<file path="src/rtl/core/amc_pkg.sv">
`timescale 1ns / 1ps
// ---------------------------------------------------------------------------
// amc_pkg
// Types, codes and helpers shared by the box move-and-collide block.
// ---------------------------------------------------------------------------
package amc_pkg;

    localparam logic OP_LOAD = 1'b0;
    localparam logic OP_STEP = 1'b1;

    localparam logic [1:0] SIDE_TOP    = 2'd0;
    localparam logic [1:0] SIDE_RIGHT  = 2'd1;
    localparam logic [1:0] SIDE_BOTTOM = 2'd2;
    localparam logic [1:0] SIDE_LEFT   = 2'd3;

    localparam logic [1:0] CODE_NONE = 2'd0;
    localparam logic [1:0] CODE_X    = 2'd1;
    localparam logic [1:0] CODE_Y    = 2'd2;

    localparam int MF_NO_PHYS   = 0;
    localparam int MF_GRAVITY   = 1;
    localparam int MF_COLLIDES  = 2;
    localparam int MF_PUSHED    = 3;
    localparam int MF_WALLS     = 4;
    localparam int MF_PRIOR_GND = 5;

    localparam logic CFG_GRAVITY    = 1'b0;
    localparam logic CFG_FALL_LIMIT = 1'b1;

    localparam logic [7:0]  GRAVITY_RST    = 8'd1;
    localparam logic [14:0] FALL_LIMIT_RST = 15'd8;

    typedef struct packed {
        logic               operation;
        logic [3:0]         slot;
        logic signed [15:0] pos_x;
        logic signed [15:0] pos_y;
        logic [9:0]         half_w;
        logic [9:0]         half_h;
        logic               blocks;
        logic               is_wall;
        logic signed [15:0] speed_x;
        logic signed [15:0] speed_y;
        logic [5:0]         mode_flags;
    } req_t;

    typedef struct packed {
        logic               is_final;
        logic [1:0]         side;
        logic [3:0]         hit_slot;
        logic signed [15:0] new_x;
        logic signed [15:0] new_y;
        logic signed [15:0] new_speed_x;
        logic signed [15:0] new_speed_y;
        logic               on_ground;
        logic [1:0]         collided_code;
    } rsp_t;

    typedef struct packed {
        logic signed [15:0] x;
        logic signed [15:0] y;
        logic [9:0]         hw;
        logic [9:0]         hh;
        logic               blk;
        logic               wall;
    } box_t;

    localparam int BOX_W = $bits(box_t);

    typedef enum logic [2:0] {
        ST_IDLE,
        ST_SELF,
        ST_XSCAN,
        ST_YMOVE,
        ST_YSCAN,
        ST_FINAL
    } state_t;

    typedef struct packed {
        logic capture;
        logic load_wr;
        logic self_ld;
        logic scan_rst;
        logic scan_step;
        logic pass_y;
        logic y_move;
        logic final_emit;
    } cmd_t;

    typedef struct packed {
        logic step_ok;
        logic is_step;
        logic nophys;
        logic collide;
        logic last_j;
        logic stall;
        logic out_free;
    } sts_t;

    function automatic logic signed [15:0] sat16(input logic signed [17:0] v);
        logic signed [15:0] r;
        if (v > 18'sd32767)
            r = 16'sh7FFF;
        else if (v < -18'sd32768)
            r = 16'sh8000;
        else
            r = v[15:0];
        return r;
    endfunction

endpackage

</file>
<file path="src/rtl/core/amc_ram.sv">
`timescale 1ns / 1ps
// ---------------------------------------------------------------------------
// amc_ram
// Generic single-write, single-read RAM with registered read data.
// ---------------------------------------------------------------------------
module amc_ram #(
    parameter int WIDTH = 8,
    parameter int DEPTH = 16
) (
    input  logic                     clk,
    input  logic                     we,
    input  logic [$clog2(DEPTH)-1:0] waddr,
    input  logic [WIDTH-1:0]         wdata,
    input  logic                     re,
    input  logic [$clog2(DEPTH)-1:0] raddr,
    output logic [WIDTH-1:0]         rdata
);

    logic [WIDTH-1:0] mem_reg [DEPTH];

    always_ff @(posedge clk)
    begin
        if (we)
        begin
            mem_reg[waddr] <= wdata;
        end
        if (re)
        begin
            rdata <= mem_reg[raddr];
        end
    end

endmodule

</file>
<file path="src/rtl/core/amc_ctrl.sv">
`timescale 1ns / 1ps
// ---------------------------------------------------------------------------
// amc_ctrl
// Sequencer: load, or self read, x move and scan, y move and scan, final word.
// ---------------------------------------------------------------------------
module amc_ctrl
    import amc_pkg::*;
(
    input  logic   clk,
    input  logic   rst_n,
    input  logic   req_valid,
    output logic   req_ready,
    input  sts_t   sts,
    output cmd_t   cmd
);

    state_t state_reg, state_next;

    always_ff @(posedge clk or negedge rst_n)
    begin
        if (!rst_n)
            state_reg <= ST_IDLE;
        else
            state_reg <= state_next;
    end

    always_comb
    begin
        state_next = state_reg;
        case (state_reg)
            ST_IDLE:
            begin
                if (req_valid && sts.is_step && sts.step_ok)
                    state_next = ST_SELF;
            end
            ST_SELF:
            begin
                if (sts.nophys)
                    state_next = ST_FINAL;
                else if (sts.collide)
                    state_next = ST_XSCAN;
                else
                    state_next = ST_YMOVE;
            end
            ST_XSCAN:
            begin
                if (!sts.stall && sts.last_j)
                    state_next = ST_YMOVE;
            end
            ST_YMOVE:
            begin
                state_next = sts.collide ? ST_YSCAN : ST_FINAL;
            end
            ST_YSCAN:
            begin
                if (!sts.stall && sts.last_j)
                    state_next = ST_FINAL;
            end
            ST_FINAL:
            begin
                if (sts.out_free)
                    state_next = ST_IDLE;
            end
            default:
            begin
                state_next = ST_IDLE;
            end
        endcase
    end

    always_comb
    begin
        cmd       = '0;
        req_ready = 1'b0;
        case (state_reg)
            ST_IDLE:
            begin
                req_ready   = 1'b1;
                cmd.capture = req_valid;
                cmd.load_wr = req_valid && !sts.is_step && sts.step_ok;
            end
            ST_SELF:
            begin
                cmd.self_ld  = 1'b1;
                cmd.scan_rst = !sts.nophys && sts.collide;
            end
            ST_XSCAN:
            begin
                cmd.scan_step = 1'b1;
            end
            ST_YMOVE:
            begin
                cmd.y_move   = 1'b1;
                cmd.scan_rst = sts.collide;
            end
            ST_YSCAN:
            begin
                cmd.scan_step = 1'b1;
                cmd.pass_y    = 1'b1;
            end
            ST_FINAL:
            begin
                cmd.final_emit = 1'b1;
            end
            default:
            begin
                cmd = '0;
            end
        endcase
    end

endmodule

</file>
<file path="src/rtl/core/amc_dp.sv">
`timescale 1ns / 1ps
// ---------------------------------------------------------------------------
// amc_dp
// Mover registers, overlap test, push-out, valid bits, output register.
// ---------------------------------------------------------------------------
module amc_dp
    import amc_pkg::*;
#(
    parameter int MAX_BOXES = 16
) (
    input  logic                         clk,
    input  logic                         rst_n,
    input  req_t                         req,
    input  logic                         cfg_we,
    input  logic                         cfg_index,
    input  logic [14:0]                  cfg_data,
    input  cmd_t                         cmd,
    output sts_t                         sts,
    output logic                         ram_we,
    output logic [$clog2(MAX_BOXES)-1:0] ram_waddr,
    output box_t                         ram_wdata,
    output logic                         ram_re,
    output logic [$clog2(MAX_BOXES)-1:0] ram_raddr,
    input  box_t                         ram_rdata,
    output logic                         rsp_valid,
    input  logic                         rsp_ready,
    output rsp_t                         rsp
);

    localparam int IW = $clog2(MAX_BOXES);
    localparam logic [IW-1:0] LAST_J = IW'(MAX_BOXES - 1);

    logic [7:0]           gravity_reg;
    logic [14:0]          limit_reg;
    logic [MAX_BOXES-1:0] valid_reg;
    logic                 out_valid_reg;
    rsp_t                 out_reg;

    logic [IW-1:0]        s_reg, j_reg;
    logic signed [15:0]   sx_in_reg, sy_in_reg;
    logic [5:0]           mf_reg;
    box_t                 self_reg;

    logic signed [15:0]   x_reg, x_next, y_reg, y_next;
    logic signed [15:0]   sx_reg, sx_next, sy_reg, sy_next;
    logic                 gnd_reg, gnd_next;
    logic [1:0]           code_reg, code_next;

    logic                 slot_ok, out_free, cand, push_ok, hit, fire, final_fire;
    logic signed [17:0]   xs, ys, hws, hhs, exs, eys, ehws, ehhs;
    logic signed [17:0]   sy_g, lim;
    rsp_t                 word;

    assign slot_ok  = 32'(req.slot) < MAX_BOXES;
    assign out_free = !out_valid_reg || rsp_ready;

    assign xs   = 18'(x_reg);
    assign ys   = 18'(y_reg);
    assign hws  = $signed({8'd0, self_reg.hw});
    assign hhs  = $signed({8'd0, self_reg.hh});
    assign exs  = 18'(ram_rdata.x);
    assign eys  = 18'(ram_rdata.y);
    assign ehws = $signed({8'd0, ram_rdata.hw});
    assign ehhs = $signed({8'd0, ram_rdata.hh});
    assign lim  = $signed({3'd0, limit_reg});
    assign sy_g = 18'(sy_in_reg) + $signed({10'd0, gravity_reg});

    always_comb
    begin
        cand = (j_reg != s_reg) && valid_reg[j_reg]
            && (!cmd.pass_y || ram_rdata.blk)
            && (xs - hws < exs + ehws) && (xs + hws > exs - ehws)
            && (ys - hhs < eys + ehhs) && (ys + hhs > eys - ehhs);
        push_ok = mf_reg[MF_PUSHED] && ram_rdata.blk
            && (!mf_reg[MF_WALLS] || ram_rdata.wall);
        hit        = cmd.scan_step && cand;
        fire       = hit && out_free;
        final_fire = cmd.final_emit && out_free;
    end

    // mover update
    always_comb
    begin
        x_next    = x_reg;
        y_next    = y_reg;
        sx_next   = sx_reg;
        sy_next   = sy_reg;
        gnd_next  = gnd_reg;
        code_next = code_reg;
        if (cmd.self_ld)
        begin
            y_next    = ram_rdata.y;
            sx_next   = sx_in_reg;
            gnd_next  = mf_reg[MF_PRIOR_GND];
            code_next = CODE_NONE;
            if (mf_reg[MF_NO_PHYS])
            begin
                x_next  = ram_rdata.x;
                sy_next = sy_in_reg;
            end
            else
            begin
                x_next = sat16(18'(ram_rdata.x) + 18'(sx_in_reg));
                if (mf_reg[MF_GRAVITY])
                begin
                    sy_next  = (sy_g > lim) ? lim[15:0] : sy_g[15:0];
                    gnd_next = 1'b0;
                end
                else
                begin
                    sy_next = sy_in_reg;
                end
            end
        end
        else if (cmd.y_move)
        begin
            y_next = sat16(ys + 18'(sy_reg));
        end
        else if (fire)
        begin
            if (!cmd.pass_y)
            begin
                code_next = CODE_X;
                if (push_ok)
                begin
                    x_next  = (sx_reg >= 0) ? sat16(exs - ehws - hws)
                                            : sat16(exs + ehws + hws);
                    sx_next = '0;
                end
            end
            else
            begin
                code_next = CODE_Y;
                if (push_ok)
                begin
                    if (sy_reg >= 0)
                    begin
                        y_next   = sat16(eys - ehhs - hhs);
                        gnd_next = 1'b1;
                    end
                    else
                    begin
                        y_next = sat16(eys + ehhs + hhs);
                    end
                    sy_next = '0;
                end
            end
        end
    end

    always_comb
    begin
        word = '0;
        if (cmd.final_emit)
        begin
            word.is_final      = 1'b1;
            word.new_x         = x_reg;
            word.new_y         = y_reg;
            word.new_speed_x   = sx_reg;
            word.new_speed_y   = sy_reg;
            word.on_ground     = gnd_reg;
            word.collided_code = code_reg;
        end
        else
        begin
            word.hit_slot = 4'(j_reg);
            if (cmd.pass_y)
                word.side = (sy_reg >= 0) ? SIDE_BOTTOM : SIDE_TOP;
            else
                word.side = (sx_reg >= 0) ? SIDE_RIGHT : SIDE_LEFT;
        end
    end

    // table access
    always_comb
    begin
        ram_re    = 1'b0;
        ram_raddr = j_reg + 1'b1;
        if (cmd.capture)
        begin
            ram_re    = 1'b1;
            ram_raddr = IW'(req.slot);
        end
        else if (cmd.scan_rst)
        begin
            ram_re    = 1'b1;
            ram_raddr = '0;
        end
        else if (cmd.scan_step && !(hit && !out_free) && j_reg != LAST_J)
        begin
            ram_re = 1'b1;
        end
        ram_we    = cmd.load_wr || final_fire;
        ram_waddr = cmd.load_wr ? IW'(req.slot) : s_reg;
        if (cmd.load_wr)
        begin
            ram_wdata.x    = req.pos_x;
            ram_wdata.y    = req.pos_y;
            ram_wdata.hw   = req.half_w;
            ram_wdata.hh   = req.half_h;
            ram_wdata.blk  = req.blocks;
            ram_wdata.wall = req.is_wall;
        end
        else
        begin
            ram_wdata   = self_reg;
            ram_wdata.x = x_reg;
            ram_wdata.y = y_reg;
        end
    end

    always_comb
    begin
        sts.step_ok  = slot_ok;
        sts.is_step  = req.operation == OP_STEP;
        sts.nophys   = mf_reg[MF_NO_PHYS];
        sts.collide  = mf_reg[MF_COLLIDES];
        sts.last_j   = j_reg == LAST_J;
        sts.stall    = hit && !out_free;
        sts.out_free = out_free;
    end

    always_ff @(posedge clk or negedge rst_n)
    begin
        if (!rst_n)
        begin
            gravity_reg   <= GRAVITY_RST;
            limit_reg     <= FALL_LIMIT_RST;
            valid_reg     <= '0;
            out_valid_reg <= 1'b0;
        end
        else
        begin
            if (cfg_we && cfg_index == CFG_GRAVITY)
                gravity_reg <= cfg_data[7:0];
            if (cfg_we && cfg_index == CFG_FALL_LIMIT)
                limit_reg <= cfg_data;
            if (cmd.load_wr)
                valid_reg[IW'(req.slot)] <= 1'b1;
            if (fire || final_fire)
                out_valid_reg <= 1'b1;
            else if (rsp_ready)
                out_valid_reg <= 1'b0;
        end
    end

    always_ff @(posedge clk)
    begin
        if (cmd.capture)
        begin
            s_reg     <= IW'(req.slot);
            sx_in_reg <= req.speed_x;
            sy_in_reg <= req.speed_y;
            mf_reg    <= req.mode_flags;
        end
        if (cmd.self_ld)
            self_reg <= ram_rdata;
        if (cmd.scan_rst)
            j_reg <= '0;
        else if (cmd.scan_step && !(hit && !out_free) && j_reg != LAST_J)
            j_reg <= j_reg + 1'b1;
        if (fire || final_fire)
            out_reg <= word;
        x_reg    <= x_next;
        y_reg    <= y_next;
        sx_reg   <= sx_next;
        sy_reg   <= sy_next;
        gnd_reg  <= gnd_next;
        code_reg <= code_next;
    end

    assign rsp_valid = out_valid_reg;
    assign rsp       = out_reg;

endmodule

</file>
<file path="src/rtl/core/aabb_move_and_collide.sv">
`timescale 1ns / 1ps
// ---------------------------------------------------------------------------
// aabb_move_and_collide
// Box table with axis-separated move, overlap test and push-out.
// ---------------------------------------------------------------------------
// A load word is written to the table in the cycle it is accepted. A step
// word runs self read and x move, x scan, y move, y scan and final word;
// no new word is accepted meanwhile. Scans run only with collisions on;
// physics off goes from self read straight to the final word. The single
// read port of the box table reads each slot once per scan, one slot a
// cycle; collision and final words wait while the output is full, untaken.
// Collision words leave in slot order, x pass first, then the final word.
module aabb_move_and_collide
    import amc_pkg::*;
#(
    parameter int MAX_BOXES = 16
) (
    input  logic        clk,
    input  logic        rst_n,
    input  logic        req_valid,
    output logic        req_ready,
    input  req_t        req,
    output logic        rsp_valid,
    input  logic        rsp_ready,
    output rsp_t        rsp,
    input  logic        cfg_we,
    input  logic        cfg_index,
    input  logic [14:0] cfg_data
);

    localparam int IW = $clog2(MAX_BOXES);

    cmd_t          cmd;
    sts_t          sts;
    logic          ram_we, ram_re;
    logic [IW-1:0] ram_waddr, ram_raddr;
    box_t          ram_wdata, ram_rdata;

    amc_ctrl u_ctrl (
        .clk       (clk),
        .rst_n     (rst_n),
        .req_valid (req_valid),
        .req_ready (req_ready),
        .sts       (sts),
        .cmd       (cmd)
    );

    amc_dp #(
        .MAX_BOXES (MAX_BOXES)
    ) u_dp (
        .clk       (clk),
        .rst_n     (rst_n),
        .req       (req),
        .cfg_we    (cfg_we),
        .cfg_index (cfg_index),
        .cfg_data  (cfg_data),
        .cmd       (cmd),
        .sts       (sts),
        .ram_we    (ram_we),
        .ram_waddr (ram_waddr),
        .ram_wdata (ram_wdata),
        .ram_re    (ram_re),
        .ram_raddr (ram_raddr),
        .ram_rdata (ram_rdata),
        .rsp_valid (rsp_valid),
        .rsp_ready (rsp_ready),
        .rsp       (rsp)
    );

    amc_ram #(
        .WIDTH (BOX_W),
        .DEPTH (MAX_BOXES)
    ) u_table (
        .clk   (clk),
        .we    (ram_we),
        .waddr (ram_waddr),
        .wdata (ram_wdata),
        .re    (ram_re),
        .raddr (ram_raddr),
        .rdata (ram_rdata)
    );

    a_load_in_idle: assert property (@(posedge clk) disable iff (!rst_n)
        cmd.load_wr |-> cmd.capture)
        else $error("table load outside an accepted word");

    a_one_cmd: assert property (@(posedge clk) disable iff (!rst_n)
        $onehot0({cmd.capture, cmd.self_ld, cmd.y_move, cmd.scan_step, cmd.final_emit}))
        else $error("more than one sequencer command");

    a_step_busy: assert property (@(posedge clk) disable iff (!rst_n)
        (req_valid && req_ready && sts.is_step && sts.step_ok) |=> !req_ready)
        else $error("step accepted but sequencer stayed idle");

endmodule
</file>
<file path="config.mk">
export PLATFORM = sky130hd
export DESIGN_NAME = aabb_move_and_collide
export DESIGN_NICKNAME = d
export VERILOG_FILES = /design/src/rtl/core/amc_pkg.sv /design/src/rtl/core/amc_ram.sv /design/src/rtl/core/amc_ctrl.sv /design/src/rtl/core/amc_dp.sv /design/src/rtl/core/aabb_move_and_collide.sv
export SDC_FILE = /design/constraint.sdc
export NUM_CORES = 2
export LEC_CHECK = 0
export BUFFER_PORTS_ARGS = -buffer_cell sky130_fd_sc_hd__buf_4
export CORE_MARGIN = 3
export CORE_UTILIZATION = 67
export CTS_BUF_LIST = sky130_fd_sc_hd__clkbuf_16
export CTS_CLUSTER_DIAMETER = 30
export DETAILED_ROUTE_END_ITERATION = 12
export PLACE_DENSITY = 0.85
export SYNTH_ARGS = -nofsm -noshare
export SYNTH_HDL_FRONTEND = slang
export SYNTH_SLANG_ARGS = --single-unit
</file>
<file path="constraint.sdc">
create_clock -name clk -period 22.5 [get_ports clk]
set_clock_uncertainty 0.1 [all_clocks]
set_input_delay 4.5 -clock clk [delete_from_list [all_inputs] [get_ports clk]]
set_output_delay 4.5 -clock clk [all_outputs]
set_load 0.05 [all_outputs]
</file>
# --- Yosys cells after proc, flatten, opt, wreduce, memory -nomap -nowiden ---
# Memories as Yosys holds them, arrays and structs flattened. A register that Yosys moved wholly into a read port is not among the register bits.
# Index checks and enable logic that the tools add are counted.
totals:
  romBits: 0
  out_inout_bits: 76
  latchBits: 0
  register_bits: 252
  n_memories: 1
  ram_bits: 864
  word_cells: 215
memory_table:
  columns: ["memory", "words", "width", "read_ports", "rd_clocked_by_memory_dff", "write_ports", "line", "text"]
  rows:
  - ["u_table.mem_reg", 16, 54, 1, 1, 1, "amc_ram.sv:19", "logic [WIDTH-1:0] mem_reg [DEPTH];"]
op_classes:
  shifts: 0
  n_mux: 81
  addsub: 16
  reduce_logical: 49
  n_bitwise: 3
  multipliers: 0
  order_cmp: 22
  div_mod_pow: 0
  n_eq_ne: 14
op_table:
  columns: ["op", "count"]
  rows:
  - ["$mux 16", 37]
  - ["$gt 18x16->1 const B", 6]
  - ["$lt 18x16->1 const B", 6]
  - ["$add 16x11->17", 4]
  - ["$sub 16x11->17", 4]
  - ["$mux 54", 1]
  - ["$add 18x11->18", 2]
  - ["$gt 18x18->1", 2]
  - ["$lt 18x18->1", 2]
  - ["$sub 18x11->18", 2]
  - ["$add 16x16->17", 2]
  - ["$ge 16x1->1 const B", 2]
  - ["$mux 1", 26]
  - ["$logic_and 1x1->1", 21]
  - ["$gt 18x16->1", 1]
  - ["$pmux 3 s6", 1]
  - ["$add 16x9->17", 1]
  - ["$or 16x16->16", 1]
  - ["$mux 3", 5]
  - ["$mux 4", 3]
  - ["$reduce_and 4->1", 3]
  - ["$lt 4x5->1 const B", 2]
  - ["$mux 2", 5]
  - ["$ne 2x1->1 const B", 5]
  - ["other kinds (22)", 41]

# --- Logic depth before layout (Yosys ltp) ---
logic_depth:
  word_depth: 17
  ltp_mapped: 24

# --- Hierarchy ---
# A second synthesis with hierarchy kept.
hier_totals:
  cells_unflattened: 3809
  hier_area_um2: 56266.5
by_module_without_submodules:
  columns: ["mod", "cells_each", "area_each_um2", "instances", "seq_area_each_um2"]
  rows:
  - ["amc_ram", 1394, 33980.1, 1, 27566.4]
  - ["amc_dp", 2380, 22006.1, 1, 7219.4]
  - ["amc_ctrl", 35, 280.3, 1, 75.1]

# --- Least setup slack after synthesis ---
# OpenSTA, ideal clock, no wires.
synth_timing:
  path_kind: "in2reg"
  startpoint: "input req_valid"
  endpoint: "memory u_table.mem_reg[11][0] in the netlist's numbering (enable)"
  path_stages: 7
  required_time_ns: 21.868
  setup_slack_ns: 12.023
  n_path_buf: 2
  t_arrival_ns: 9.845
  setup_time_ns: 0.532
  path_cell_list: "and2_1 -> buf_2 -> nand2b_1 -> clkbuf_1 -> nor3b_1 -> a21oi_1 -> nor3_1"
synth_between:
  elab_chain_len: 5
  elab_cells_between_ends: 6
  classes_between: "mux: 4; reduce/logical: 2"
synth_rtl:
  columns: ["element", "line", "text"]
  rows:
  - ["start, declared", "aabb_move_and_collide.sv:20", "input logic req_valid,"]
  - ["$logic_and 1x1->1 (*)", "amc_ctrl.sv:80", "cmd.load_wr = req_valid && !sts.is_step && sts.step_ok;"]
  - ["$mux 2 (*)", "amc_ctrl.sv:75", "case (state_reg)"]
  - ["$logic_or 1x1->1", "amc_dp.sv:193", "ram_we = cmd.load_wr || final_fire;"]
  - ["$mux 1", "amc_ram.sv:23", "if (we)"]
  - ["$mux 1 (not written as such)", "amc_ram.sv:25", "mem_reg[waddr] <= wdata;"]
  - ["end, declared", "amc_ram.sv:19", null]
# Mark *: on every way between the ends. The rest lies on a longest branch, timed or not.

# --- Worst setup path in the final report ---
layout_timing:
  startpoint: "input req_valid"
  endpoint: "register u_table.rdata[14], read port of u_table.mem_reg, data pin"
layout_between:
  elab_chain_len: 2
  elab_cells_between_ends: 3
  classes_between: "mux: 3"
layout_rtl:
  columns: ["element", "line", "text"]
  rows:
  - ["$mux 2 (*)", "amc_ctrl.sv:75", null]
  - ["$mux 4 or $mux 1 (tied branches)", "amc_dp.sv:179", "if (cmd.capture)"]
  - ["end, declared", "amc_ram.sv:16", "output logic [WIDTH-1:0] rdata"]
# Marked as above.
# A chain may end at the register's enable or synchronous reset.

==> impl_metrics.json <==
{
  "cp.required_ns": 23.00,
  "period_share": 0.400,
  "criticalPathCategory": "in -> reg",
  "ys_seq_area_frac": 0.605,
  "fp.dieArea_sq_um": 89500,
  "overflow": 0,
  "synth_warnings": 0,
  "worst-path-max-fanout": 98,
  "hold_viol": 0,
  "outcome": "completed",
  "routabilityCongestion": 0.976,
  "fp.coreArea_sq_um": 84400,
  "drive_gt1_frac": 0.128,
  "layout.nets": 5556,
  "cts_setup_buffers": 0,
  "critPathCaptureType": "register",
  "grt_pass1_wl_mm": 261,
  "htree_levels": 4,
  "critPathMaxStageDelay_ns": 0.98,
  "placed_cell_area_sq_um": 60000,
  "routedWlPerCell_um": 27.1,
  "clock.fmax_mhz": 111,
  "async_reset_ff_frac": 0.0368,
  "crit_path_frequent_cell": "buf_4",
  "antenna_found_initial": 2,
  "grtUsageTotal": 0.386,
  "final_cell_mix": "edfxtp_1 (1121), nand2_1 (1105), buf_4 (267)",
  "worst_path_max_delay_cell": "buf_4",
  "worst_setup_path_start_kind": "input port",
  "final_area_sq_um": 66300,
  "drtIter0Drc": 6651,
  "final_max_slew_viol_count": 0,
  "arrival_ns": 9.50,
  "ctsHoldBuffers": 0,
  "drt-total-wl_mm": 175,
  "syn2layout_area_growth_pct": 15.2,
  "clock_path_buffers": 3,
  "grt_pass1_vias": 43300,
  "io_pins": 194,
  "die_w_um": 299,
  "clk_pin_slew_ns": 0.05,
  "ys.flop_type": "edfxtp_1",
  "vias": 44300,
  "ctsResizeCount": 0,
  "path_cells": "buf_4, and2_2, nor2_1, a22o_4, buf_4, buf_4, nand2_1, and3_1, a311oi_1, a211oi_1, a21oi_1",
  "cts_tree": "yes",
  "clock_latency_ns": 0.80,
  "relSlewSlack": 0.168,
  "synth-seq-cells": 1170,
  "syn_nets": 5385,
  "grt_max_degree": 182,
  "fp.dieH_um": 299,
  "layout_commonest_cell": "edfxtp_1",
  "initial_utilization": 0.683,
  "netlist_area_sq_um": 57600,
  "firstDrtPassIters": 6,
  "hold_path_class": "reg -> reg",
  "postRouteAntennaNets": 0,
  "final_util": 0.786,
  "std_cell_rows": 106,
  "worst_pin_slew_ns": 1.24,
  "setup_viol": 0,
  "root_buffer": "clkbuf_16",
  "io_buffers": 193,
  "largest_reg_flops": 864,
  "clock-sinks": 1170,
  "drv_cap": 0,
  "postSynthCellCount": 5009,
  "fin_crit_ns": 9.00,
  "syn_area_per_cell_sq_um": 11.5,
  "cts_buffers": 184,
  "vias_per_cell": 6.85,
  "synth-edff-count": 1121,
  "rsz0062_at_grt": "false",
  "dp_hpwl_mm": 102,
  "tns_ns": 0,
  "drc": 0,
  "synth_cell_types": 109
}
-- stage by stage --
stage	cells	hold WS, ns	setup slack, ns
6_report	6468	0.353	13.50
4_1_cts	6467	0.355	13.67
3_3_place_gp	6128	0.335	13.33
2_1_floorplan	5009	0.323	12.02
3_5_place_dp	6128	0.344	13.01
5_1_grt	6467	0.364	13.30
-- layer usage --
| layer | GRT usage | vias up | wire length, um |
|---|---|---|---|
| met5 | 0 | - | 17 |
| met1 | 0.507 | 21100 | 60900 |
| met3 | 0.0973 | 699 | 24500 |
| li1 | - | 18800 | - |
| met4 | 0.215 | 2 | 10000 |
| met2 | 0.594 | 3740 | 79800 |
-- logic make-up after synthesis --
kind of cell | synth area share
AOI/OAI and AO/OA | 0.118
xor gates and xnor gates | 0.0258
adders and majority gates | 0.0582
buffers and inverters | 0.0332
DFF | 0.605
muxes | 0.00971
and+or+nand+nor | 0.150
-- synth_stat cells, drive strengths merged, types with 15 or more instances --
cell | n | area [sq um]
edfxtp | 1121 | 33700
nand3 | 157 | 786
ha | 243 | 3040
a21o | 83 | 624
nor2 | 162 | 611
and3 | 242 | 1510
nand2 | 1105 | 4150
dfrtp | 41 | 1030
buf | 67 | 374
nor3 | 51 | 260
xnor2 | 116 | 1040
clkbuf | 216 | 811
nand2b | 36 | 225
a211oi | 81 | 633
mux2 | 23 | 259
and2 | 29 | 185
nor2b | 44 | 283
inv | 191 | 717
a311oi | 108 | 946
a31oi | 121 | 763
a21oi | 215 | 1090
o211ai | 22 | 170
a221o | 26 | 260
o21a | 29 | 218
fa | 15 | 300
mux2i | 21 | 210
o21bai | 29 | 218
nand4 | 31 | 194
o21ai | 150 | 762
xor2 | 51 | 447
-- final cells by class --
type,instances,area [sq um]
Multi-Input combinational cell,3364,21000
Antenna cell,1,2.50
Fill cell,4527,18000
Timing Repair Buffer,269,2040
Clock buffer,186,4650
Clock inverter,153,1630
Sequential cell,1170,34900
Tap cell,1134,1420
Inverter,191,718
-- worst max-delay path, delay by kind of cell --
family | cells | cell delay (ns)
AND/OR/NAND/NOR | 4 | 1.32
buffers and inverters | 3 | 1.96
AO/OA/AOI/OAI | 4 | 1.62
-- worst paths after layout --
path,endpoint,cells after the start,from,slack (ns)
worst max-delay path,u_table.rdata[14],11,req_valid,13.50
worst min-delay path,u_dp.valid_reg[1],1,u_dp.valid_reg[1],0.35
worst max register to register,u_dp.rsp[50],23,u_dp.hhs[1],14.50
worst min register to register,u_dp.valid_reg[1],1,u_dp.valid_reg[1],0.35
max in group asynchronous,u_ctrl.state_reg[0],1,rst_n,18.20
min in group asynchronous,u_dp.limit_reg[9],1,rst_n,3.64
Power is left out: the tool's default activity adds up to more than one toggle a clock period on the data nets, which glitch-free logic cannot reach.
